`config.mk`:
```
export PLATFORM = sky130hd
export DESIGN_NAME = qsnl_level
export DESIGN_NICKNAME = d
export VERILOG_FILES = /design/src/hw/rtl/qsnl_pkg.sv /design/src/hw/rtl/qsnl_level.sv
export SDC_FILE = /design/constraint.sdc
export NUM_CORES = 1
export LEC_CHECK = 0
export ABC_AREA = 1
export BUFFER_PORTS_ARGS = -buffer_cell sky130_fd_sc_hd__buf_2
export CORE_UTILIZATION = 40
export CTS_CLUSTER_DIAMETER = 40
export DETAILED_ROUTE_END_ITERATION = 6
export GPL_TIMING_DRIVEN = 0
export PLACE_DENSITY = 0.61
export SYNTH_ARGS = -nofsm -noshare
export SYNTH_HDL_FRONTEND = slang
export SYNTH_SLANG_ARGS = --single-unit
```
`constraint.sdc`:
```
create_clock -name clk -period 6.1 [get_ports clk]
set_clock_uncertainty 0.05 [all_clocks]
set_input_delay 0 -clock clk [delete_from_list [all_inputs] [get_ports clk]]
set_output_delay 0 -clock clk [all_outputs]
set_load 0.02 [all_outputs]
```
`src/hw/rtl/qsnl_pkg.sv`:
```
// Shared constants and types for the quadtree segment node locator.
`timescale 1ns / 1ps
package qsnl_pkg;

	// Port widths fixed by the interface
	localparam int COORD_W    = 32;
	localparam int LEVELS_W   = 4;
	localparam int LEVEL_W    = 3;
	localparam int PATH_W     = 14;
	localparam int CFG_IDX_W  = 3;

	// Parameter defaults
	localparam int DEF_MAX_LEVELS = 8;
	localparam int DEF_COORD_BITS = 32;

	// Register indexes
	localparam logic [CFG_IDX_W-1:0] REG_MIN_X  = 3'd0;
	localparam logic [CFG_IDX_W-1:0] REG_MAX_X  = 3'd1;
	localparam logic [CFG_IDX_W-1:0] REG_MIN_Y  = 3'd2;
	localparam logic [CFG_IDX_W-1:0] REG_MAX_Y  = 3'd3;
	localparam logic [CFG_IDX_W-1:0] REG_LEVELS = 3'd4;

	// Register reset values
	localparam logic [COORD_W-1:0]  RST_MIN_X  = 32'd0;
	localparam logic [COORD_W-1:0]  RST_MAX_X  = 32'd65535;
	localparam logic [COORD_W-1:0]  RST_MIN_Y  = 32'd0;
	localparam logic [COORD_W-1:0]  RST_MAX_Y  = 32'd65535;
	localparam logic [LEVELS_W-1:0] RST_LEVELS = 4'd8;

	// Quadrant codes
	localparam logic [1:0] QUAD_UR = 2'd0;
	localparam logic [1:0] QUAD_UL = 2'd1;
	localparam logic [1:0] QUAD_LL = 2'd2;
	localparam logic [1:0] QUAD_LR = 2'd3;

	// Control that travels with each word down the pipeline
	typedef struct packed {
		logic valid;
		logic active;
	} ctl_t;

endpackage

```
`src/hw/rtl/qsnl_level.sv`:
```
// One tree level of the descent: midpoint stage, then child test and select stage.
`timescale 1ns / 1ps
module qsnl_level #(
	parameter int CB     = qsnl_pkg::DEF_COORD_BITS,
	parameter int LVL_W  = 4,
	parameter int PW     = 16,
	parameter int K      = 0
) (
	input  logic                 clk,
	input  logic                 arst_n,
	input  logic                 en,
	input  qsnl_pkg::ctl_t       ctl_in,
	input  logic signed [CB-1:0] ax_in,
	input  logic signed [CB-1:0] ay_in,
	input  logic signed [CB-1:0] bx_in,
	input  logic signed [CB-1:0] by_in,
	input  logic signed [CB-1:0] lx_in,
	input  logic signed [CB-1:0] hx_in,
	input  logic signed [CB-1:0] ly_in,
	input  logic signed [CB-1:0] hy_in,
	input  logic [LVL_W-1:0]     level_in,
	input  logic [LVL_W-1:0]     levels_in,
	input  logic [PW-1:0]        path_in,
	output qsnl_pkg::ctl_t       ctl_out,
	output logic signed [CB-1:0] ax_out,
	output logic signed [CB-1:0] ay_out,
	output logic signed [CB-1:0] bx_out,
	output logic signed [CB-1:0] by_out,
	output logic signed [CB-1:0] lx_out,
	output logic signed [CB-1:0] hx_out,
	output logic signed [CB-1:0] ly_out,
	output logic signed [CB-1:0] hy_out,
	output logic [LVL_W-1:0]     level_out,
	output logic [LVL_W-1:0]     levels_out,
	output logic [PW-1:0]        path_out
);

	// Stage 1: midpoints, lo + floor((hi - lo) / 2) at one extra bit
	logic signed [CB:0]   dx, dy, sx, sy;
	logic signed [CB-1:0] mx, my;

	always_comb begin
		dx = {hx_in[CB-1], hx_in} - {lx_in[CB-1], lx_in};
		dy = {hy_in[CB-1], hy_in} - {ly_in[CB-1], ly_in};
		sx = {lx_in[CB-1], lx_in} + (dx >>> 1);
		sy = {ly_in[CB-1], ly_in} + (dy >>> 1);
		mx = sx[CB-1:0];
		my = sy[CB-1:0];
	end

	qsnl_pkg::ctl_t       ctl_s1;
	logic signed [CB-1:0] ax_s1, ay_s1, bx_s1, by_s1;
	logic signed [CB-1:0] lx_s1, hx_s1, ly_s1, hy_s1, mx_s1, my_s1;
	logic [LVL_W-1:0]     level_s1, levels_s1;
	logic [PW-1:0]        path_s1;

	always_ff @(posedge clk or negedge arst_n) begin
		if (!arst_n) begin
			ctl_s1 <= '0;
		end else if (en) begin
			ctl_s1 <= ctl_in;
		end
	end

	always_ff @(posedge clk) begin
		if (en) begin
			ax_s1     <= ax_in;
			ay_s1     <= ay_in;
			bx_s1     <= bx_in;
			by_s1     <= by_in;
			lx_s1     <= lx_in;
			hx_s1     <= hx_in;
			ly_s1     <= ly_in;
			hy_s1     <= hy_in;
			mx_s1     <= mx;
			my_s1     <= my;
			level_s1  <= level_in;
			levels_s1 <= levels_in;
			path_s1   <= path_in;
		end
	end

	// Stage 2: test children in order UR, UL, LL, LR and step into the first hit
	logic a_hi_x, a_lo_x, a_hi_y, a_lo_y;
	logic b_hi_x, b_lo_x, b_hi_y, b_lo_y;
	logic in_ur, in_ul, in_ll, in_lr, deeper;
	logic [LVL_W:0] next_lvl;

	always_comb begin
		// right half [mx, hx], left half [lx, mx], top [my, hy], bottom [ly, my]
		a_hi_x = (ax_s1 >= mx_s1) && (ax_s1 <= hx_s1);
		a_lo_x = (ax_s1 >= lx_s1) && (ax_s1 <= mx_s1);
		a_hi_y = (ay_s1 >= my_s1) && (ay_s1 <= hy_s1);
		a_lo_y = (ay_s1 >= ly_s1) && (ay_s1 <= my_s1);
		b_hi_x = (bx_s1 >= mx_s1) && (bx_s1 <= hx_s1);
		b_lo_x = (bx_s1 >= lx_s1) && (bx_s1 <= mx_s1);
		b_hi_y = (by_s1 >= my_s1) && (by_s1 <= hy_s1);
		b_lo_y = (by_s1 >= ly_s1) && (by_s1 <= my_s1);
		in_ur  = a_hi_x && a_hi_y && b_hi_x && b_hi_y;
		in_ul  = a_lo_x && a_hi_y && b_lo_x && b_hi_y;
		in_ll  = a_lo_x && a_lo_y && b_lo_x && b_lo_y;
		in_lr  = a_hi_x && a_lo_y && b_hi_x && b_lo_y;
		next_lvl = (LVL_W+1)'(K + 1);
		deeper = ctl_s1.active && (next_lvl < {1'b0, levels_s1});
	end

	qsnl_pkg::ctl_t       ctl_s2;
	logic signed [CB-1:0] lx_s2, hx_s2, ly_s2, hy_s2;
	logic [LVL_W-1:0]     level_s2;
	logic [PW-1:0]        path_s2;
	logic signed [CB-1:0] ax_s2, ay_s2, bx_s2, by_s2;
	logic [LVL_W-1:0]     levels_s2;

	always_ff @(posedge clk or negedge arst_n) begin
		if (!arst_n) begin
			ctl_s2 <= '0;
		end else if (en) begin
			ctl_s2.valid  <= ctl_s1.valid;
			ctl_s2.active <= deeper && (in_ur || in_ul || in_ll || in_lr);
		end
	end

	always_ff @(posedge clk) begin
		if (en) begin
			ax_s2     <= ax_s1;
			ay_s2     <= ay_s1;
			bx_s2     <= bx_s1;
			by_s2     <= by_s1;
			levels_s2 <= levels_s1;
			lx_s2     <= lx_s1;
			hx_s2     <= hx_s1;
			ly_s2     <= ly_s1;
			hy_s2     <= hy_s1;
			level_s2  <= level_s1;
			path_s2   <= path_s1;
			if (deeper && (in_ur || in_ul || in_ll || in_lr)) begin
				level_s2 <= next_lvl[LVL_W-1:0];
				if (in_ur) begin
					path_s2[2*K +: 2] <= qsnl_pkg::QUAD_UR;
					lx_s2 <= mx_s1;
					ly_s2 <= my_s1;
				end else if (in_ul) begin
					path_s2[2*K +: 2] <= qsnl_pkg::QUAD_UL;
					hx_s2 <= mx_s1;
					ly_s2 <= my_s1;
				end else if (in_ll) begin
					path_s2[2*K +: 2] <= qsnl_pkg::QUAD_LL;
					hx_s2 <= mx_s1;
					hy_s2 <= my_s1;
				end else begin
					path_s2[2*K +: 2] <= qsnl_pkg::QUAD_LR;
					lx_s2 <= mx_s1;
					hy_s2 <= my_s1;
				end
			end
		end
	end

	assign ctl_out    = ctl_s2;
	assign ax_out     = ax_s2;
	assign ay_out     = ay_s2;
	assign bx_out     = bx_s2;
	assign by_out     = by_s2;
	assign lx_out     = lx_s2;
	assign hx_out     = hx_s2;
	assign ly_out     = ly_s2;
	assign hy_out     = hy_s2;
	assign level_out  = level_s2;
	assign levels_out = levels_s2;
	assign path_out   = path_s2;

endmodule

```
==> out/qor.yml, run 1 <==
synth:
  ys.flop_type: "edfxtp_1"
  synthCells: 3696
  syn_nets: 4495
  synth_seq_cells: 628
  synth_warnings: 0
  synth_cell_types: 47
  synth_edf_count: 624
  synthArstFlopShare: 0.006369
  syn_area_um2: 37370
  syn_area_per_cell_um2: 10.11
  ys_seq_area_frac: 0.5041
clock_tree:
  htreeDepth: 3
  cts_root_buffer: "clkbuf_16"
  cts_resized: 0
  cts_tree: "done"
  tritoncts_num_sinks: 628
  clk_latency_ps: 700
  path_clk_slew_ps: 60
  numCtsBuffers: 100
  cts_max_path_buffers: 3
drt:
  first_pass_iters: 5
  wl_per_cell_um: 20.79
  drc: 0
  wirelength_um: 128600
  vias_per_cell: 5.064
  drtIter0Drc: 2428
  vias: 31310
  antenna_left: 0
floorplanning:
  ios: 567
  die-area_um2: 94660
  initial_utilization: 0.4059
  core_um2: 92080
  num_rows: 111
  die_x_um: 307.7
  dieHeight_um: 307.7
cells_and_area:
  area_growth_pct: 34.73
  drive_gt1_frac: 0.1678
  fillers: 8035
  fin_nets: 5647
  seqCellArea_um2: 18840
  fin_cells: 6183
  multi_input_area_um2: 16280
power:
  peakVddDrop_uv: 288.9
  powerDensity_nw_per_um2: 316.3
  power_uw: 15930
  power_leakage_uw: 0.02327
sta:
  rsz0062_at_grt: "false"
  fin_ws_ps: 882.4
  hold_violations: 0
  fin_crit_sh: 0.8553
  slew_viol_final: 0
  layout_min_cycle_time_ps: 5218
  setup_viol: 0
  fmax_ghz: 0.1917
  slew_headroom: 0.3112
  hold_ws_ps: 37.90
  tightestPinTransition_ps: 1022
critical_path:
  crit_path_max_fanout: 4
  r2r-end: "hy_out[30]"
  worstSetupPathType: "in -> reg"
  crit_arrival_ps: 5680
  critPathMaxStageDelay_ps: 810
  setup.worst_path.end_class: "flip-flop"
  crit_path_start_kind: "input pin"
  critical_path.slowest_cell: "o21ai_0"
  worstPathRequired_ps: 6560
  r2r_cells: 16
  cp_cell_sequence: "dlygate4sd3_1, dlygate4sd3_1, buf_2, inv_1, ha_1, nand2_1, inv_1, a21oi_1, o21ai_1, xor2_1, ha_1, nand2_1, o21ai_0, a21boi_0, o21ai_0, a21boi_0, o21bai_1, xor2_1"
  crit-reg2reg-launch: "bx_s1[27]"
  rrSetupSlack_ps: 1860
outcome:
  status: "finished, final reports clean"
global_routing:
  grt_pass1_wl_um: 186600
  grt_pass1_vias: 30650
  grtUsageTotal: 0.2663
  grt_max_degree: 127
  gr-total-overflow: 0
  antenna_found_initial: 11
placed_design:
  gp_congestion: 0.9472
  portBuffers: 566
  dp.cells: 5510
  dp_hpwl_um: 99160
  dp_slack_ps: 1091
run:
  cap_violations: 0
hold_path:
  hp-class: "in -> reg"
  worstHoldStart: "by_in[21]"
  hold_depth: 2
  hold-path-endpoint: "by_s1[21]"
==> state kept, by name (all words and copies together), names as in the netlist, 16 cells and up <==
name	flops
ax_out	32
ax_s1	32
ay_out	32
ay_s1	32
bx_out	32
bx_s1	32
by_out	32
by_s1	32
hx_out	32
hx_s1	32
hy_out	32
hy_s1	32
lx_out	32
lx_s1	32
ly_out	32
ly_s1	32
mx_s1	32
my_s1	32
path_out	16
path_s1	16
==> placed cells by master (no fill, tap or decap), drive strengths merged, types with 12 or more instances in the layout <==
cell type	Yosys	layout
a21boi	18	18
a21o	15	15
a21oi	320	320
a31oi	30	30
buf	35	606
bufinv	0	13
clkbuf	3	109
clkinv	0	25
clkinvlp	0	12
dlygate4sd3	0	479
edfxtp	624	624
ha	510	510
inv	520	553
nand2	762	762
nand3	135	135
nand4	41	41
nor2	229	229
nor3	23	23
o21a	35	35
o21ai	185	185
o21bai	39	39
xnor2	41	41
xor2	80	80
==> how the worst max path moves through the flow <==
stage,start,endpoint,depth (start not counted)
3_3_place_gp,en,ctl_s1[1],2
4_1_cts,ly_in[1],my_s1[29],20
6_report,ly_in[5],my_s1[24],18
2_1_floorplan,ly_in[3],my_s1[31],23
3_5_place_dp,ly_in[0],my_s1[29],21
5_1_grt,ly_in[5],my_s1[29],21
==> critical path, delay by kind of cell <==
| family | cells | cell delay, ps |
|---|---|---|
| AO/OA/AOI/OAI | 7 | 2710 |
| buffers and inverters | 5 | 1310 |
| adder cells (fa/ha/maj) | 2 | 930 |
| XOR/XNOR | 2 | 570 |
| AND/OR/NAND/NOR | 2 | 160 |
==> kinds of logic (layout without fill, tap and decap cells) <==
| family | Yosys count | in the layout | share of synthesized area |
|---|---|---|---|
| adder cells (fa/ha/maj) | 514 | 514 | 0.1729 |
| buffers and inverters | 558 | 1797 | 0.06029 |
| AO/OA/AOI/OAI | 668 | 668 | 0.1019 |
| flip-flops | 628 | 628 | 0.5041 |
| multiplexers | 1 | 1 | 0.0003013 |
| other | 0 | 5 | 0 |
| XOR/XNOR | 121 | 121 | 0.02836 |
| AND/OR/NAND/NOR | 1206 | 1206 | 0.1322 |
==> layout make-up <==
class	count	area share
inverters	520	0.03876
multi-input cells	2510	0.3234
repair buffers	1050	0.1544
clock inverters	83	0.02144
flip-flops and latches	628	0.3741
clock buffers	106	0.05077
well taps	1243	0.03089
plain buffers	38	0.005989
diodes	5	0.0002485
==> metrics by stage <==
stage	cell area [µm²]	utilization	setup TNS, ps
after floorplan	37370	-	0
after global placement	41760	0.4535	-3046290
after detailed placement	41910	0.4551	0
after CTS	50330	0.5466	0
after global routing	50350	0.5468	0
final	50350	0.5468	0
==> power by group <==
group,internal (µW),switching (µW)
logic,1550,2570
registers,5340,359
clock network,3720,2390
==> per-layer routing <==
layer,vias up,part of all wire,wire [µm],track usage
met3,208,0.074,9529,0.05196
met5,-,0.00019,25,0
met2,1092,0.45,58370,0.4224
li1,15200,-,-,-
met1,14810,0.44,56480,0.3612
met4,4,0.032,4159,0.09430
==> repair_timing <==
item | CTS | global route
hold endpoints to repair | 475 | 1
buffers inserted | 0 | 0
hold buffers | 478 | 1
setup endpoints to repair | 0 | 0
==> synth_stat cells, types with 30 or more instances <==
library cell  number  area share
nand2_1          760       0.076
o21bai_1          39      0.0078
o21a_1            35      0.0070
ha_1             510        0.17
xnor2_1           41      0.0096
nand4_1           41      0.0069
nand3_1          135       0.018
o21ai_0          111       0.015
xor2_1            80       0.019
inv_1            520       0.052
edfxtp_1         624        0.50
a21oi_1          320       0.043
nor2_1           221       0.022
a31oi_1           30      0.0050
o21ai_1           55      0.0074
(Power assumes the default switching activity.)
==> inputs of run 2 (changes only) <==
--- a/config.mk
+++ b/config.mk
@@ -12,6 +12,8 @@
 export DETAILED_ROUTE_END_ITERATION = 6
 export GPL_TIMING_DRIVEN = 0
 export PLACE_DENSITY = 0.61
+export RECOVER_POWER = 100
 export SYNTH_ARGS = -nofsm -noshare
 export SYNTH_HDL_FRONTEND = slang
 export SYNTH_SLANG_ARGS = --single-unit
+export TNS_END_PERCENT = 10
==> run 2 against run 1 <==
  * The run now ends with capacitance limit, slew limit left
  * Largest cell class unchanged
  * Wire length grew 0.12%
  * Total power shrank 0.39%
  * Fmax shrank 6.4%
  * Non-clock buffer count is the same
  * Count of clock-buffer cells in the layout is the same
  * Combinational power shrank 2%
==> out/qor.yml, run 2 (same netlist as run 1, synthesis figures left out) <==
placed_design:
  dp_slack_ps: 1091  # unchanged
  gp_congestion: 0.9472  # unchanged
  portBuffers: 566  # unchanged
  dp_hpwl_um: 99160  # unchanged
global_routing:
  gr-total-overflow: 0  # unchanged
  grt_pass1_vias: 30650  # unchanged
  grt_pass1_wl_um: 186600  # unchanged
  grt_max_degree: 127  # unchanged
  antenna_found_initial: 10  # was 11
  grtUsageTotal: 0.2663  # unchanged
floorplanning:
  die_x_um: 307.7  # unchanged
  die-area_um2: 94660  # unchanged
  core_um2: 92080  # unchanged
  dieHeight_um: 307.7  # unchanged
  ios: 567  # unchanged
  num_rows: 111  # unchanged
  initial_utilization: 0.4059  # unchanged
clock_tree:
  tritoncts_num_sinks: 628  # unchanged
  numCtsBuffers: 100  # unchanged
  cts_tree: "done"  # unchanged
  cts_resized: 0  # unchanged
  clk_latency_ps: 700  # about the same
  cts_max_path_buffers: 3  # unchanged
  htreeDepth: 3  # unchanged
  cts_root_buffer: "clkbuf_16"  # unchanged
  path_clk_slew_ps: 60  # about the same
sta:
  hold_violations: 0  # unchanged
  layout_min_cycle_time_ps: 5573  # was 5218 ps
  rsz0062_at_grt: "false"  # unchanged
  fin_ws_ps: 526.6  # was 882.4 ps
  slew_viol_final: 126  # was 0
  fin_crit_sh: 0.9137  # was 0.8553
  tightestPinTransition_ps: 3163  # was 1022 ps
  slew_headroom: -1.108  # was 0.3112
  setup_viol: 0  # unchanged
  fmax_ghz: 0.1794  # was 0.1917 GHz
cells_and_area:
  fin_util: 0.5391  # was 0.5468
  fin_nets: 5647  # unchanged
  drive_gt1_frac: 0.07619  # was 0.1678
  fillers: 8312  # was 8035
  area_growth_pct: 32.82  # was 34.73%
  final_common_cell: "nand2_1"  # unchanged
  layout_common_cells: "761 x nand2_1, 624 x edfxtp_1, 520 x inv_1"  # was 760 x nand2_1, 624 x edfxtp_1, 577 x buf_2
critical_path:
  crit_arrival_ps: 5950  # was 5680 ps
  crit_path_start_kind: "input pin"  # unchanged
  setup.worst_path.end_class: "flip-flop"  # unchanged
  worstPathRequired_ps: 6480  # was 6560 ps
  worstSetupPathType: "in -> reg"  # unchanged
  crit_path_max_fanout: 4  # unchanged
  r2r_cells: 16  # unchanged
outcome:
  status: "finished, violations left"  # was finished, final reports clean
  violations: "capacitance limit, slew limit"
hold_path:
  hold_depth: 2  # unchanged
  hp-class: "in -> reg"  # unchanged
drt:
  vias_per_cell: 5.056  # was 5.064
  antenna_left: 0  # unchanged
  wirelength_um: 128700  # was 128600 µm
  vias: 31260  # was 31310
  wl_per_cell_um: 20.82  # was 20.79 µm
  first_pass_iters: 5  # unchanged
  drc: 0  # unchanged
  drtIter0Drc: 2494  # was 2428
power:
  p_int_uw: 10560  # was 10610 µW
  clock_power_share: 0.385  # was 0.383
  p_sw_frac: 0.3346  # was 0.3338
  powerDensity_nw_per_um2: 319.6  # was 316.3 nW/µm²
  switchingPower_uw: 5308  # was 5317 µW
  power_leakage_uw: 0.02202  # was 0.02327 µW
  sequentialPowerShare: 0.360  # was 0.358
  peakVddDrop_uv: 284.8  # was 288.9 µV
  pwr-share-comb: 0.255  # was 0.259
run:
  cap_violations: 1  # was 0
-- run 2: changes by cell type in the layout (fill, tap and decap cells not counted), sizes merged --
cell	change
clkbuf	+436
buf	-436
-- run 2: final cells by class --
cell class                      instances  area (µm²)  share of cell area
Clock buffer                          106        2556             0.05149
Antenna cell                            5       12.51           0.0002521
Sequential cell                       628       18840              0.3795
Multi-Input combinational cell       2510       16210              0.3266
Buffer                                 38       185.2            0.003730
Clock inverter                         83        1080             0.02175
Timing Repair Buffer                 1050        7247              0.1460
Tap cell                             1243        1555             0.03133
Inverter                              520        1952             0.03932
-- run 2: power by group through the flow --
stage	sequential [µW]	combinational (µW)	clock [µW]
global placement	5860	3730	0
detailed placement	5780	3810	0
floorplan	5760	2400	0
finish	5700	4050	6110
global route	5740	4540	6350
CTS	5690	4070	6180
-- run 2: critical path, stage by stage --
cell and delay, ps:
dlygate4sd3_1 530, clkbuf_1 170, inv_1 80, nor2_1 50, fa_1 400, o21ai_0 400
a21boi_0 280, o21ai_0 620, a21boi_0 530, o21ai_1 540, a21boi_1 200, o21ai_0 260
xor2_1 130, ha_1 370, nand2_1 130, nor3_1 300, nand3_1 100, o21ai_0 480
a21oi_1 180, xor2_1 190
-- run 2: worst paths after layout --
path | startpoint | end | slack, ps
max | lx_in[0] | mx_s1[31] | 530
max reg2reg | bx_s1[27] | lx_out[0] | 1030
min | by_in[21] | by_s1[21] | 40
min reg2reg | path_s1[8] | path_out[8] | 360
min in group asynchronous | arst_n | ctl_out[0] | 190
max in group asynchronous | arst_n | ctl_out[1] | 5610
-- run 2: routing by layer --
layer  vias to the layer above  routed length (µm)  global-route usage
li1                      15190                   -                   -
met1                     14770               56780              0.3612
met2                      1090               58450              0.4224
met3                       212                9289             0.05196
met4                         4                4169             0.09430
met5                         -                  26                   0
-- run 2: stage by stage --
stage,hold slack [ps],power [µW],instances,instance area [µm²],setup TNS [ps]
after global routing,2.347,16620,6183,49640,0
after floorplan,-345.6,8167,3696,37370,0
final,42.09,15870,6183,49640,0
after CTS,0.4095,15940,6177,50330,0
after detailed placement,-227.4,9583,5510,41910,0
after global placement,-230.7,9589,5505,41760,-3046290
-- run 2: repair_timing --
action                    CTS  global route
hold buffers              478             1
buffers inserted            0             0
hold endpoints to repair  475             1
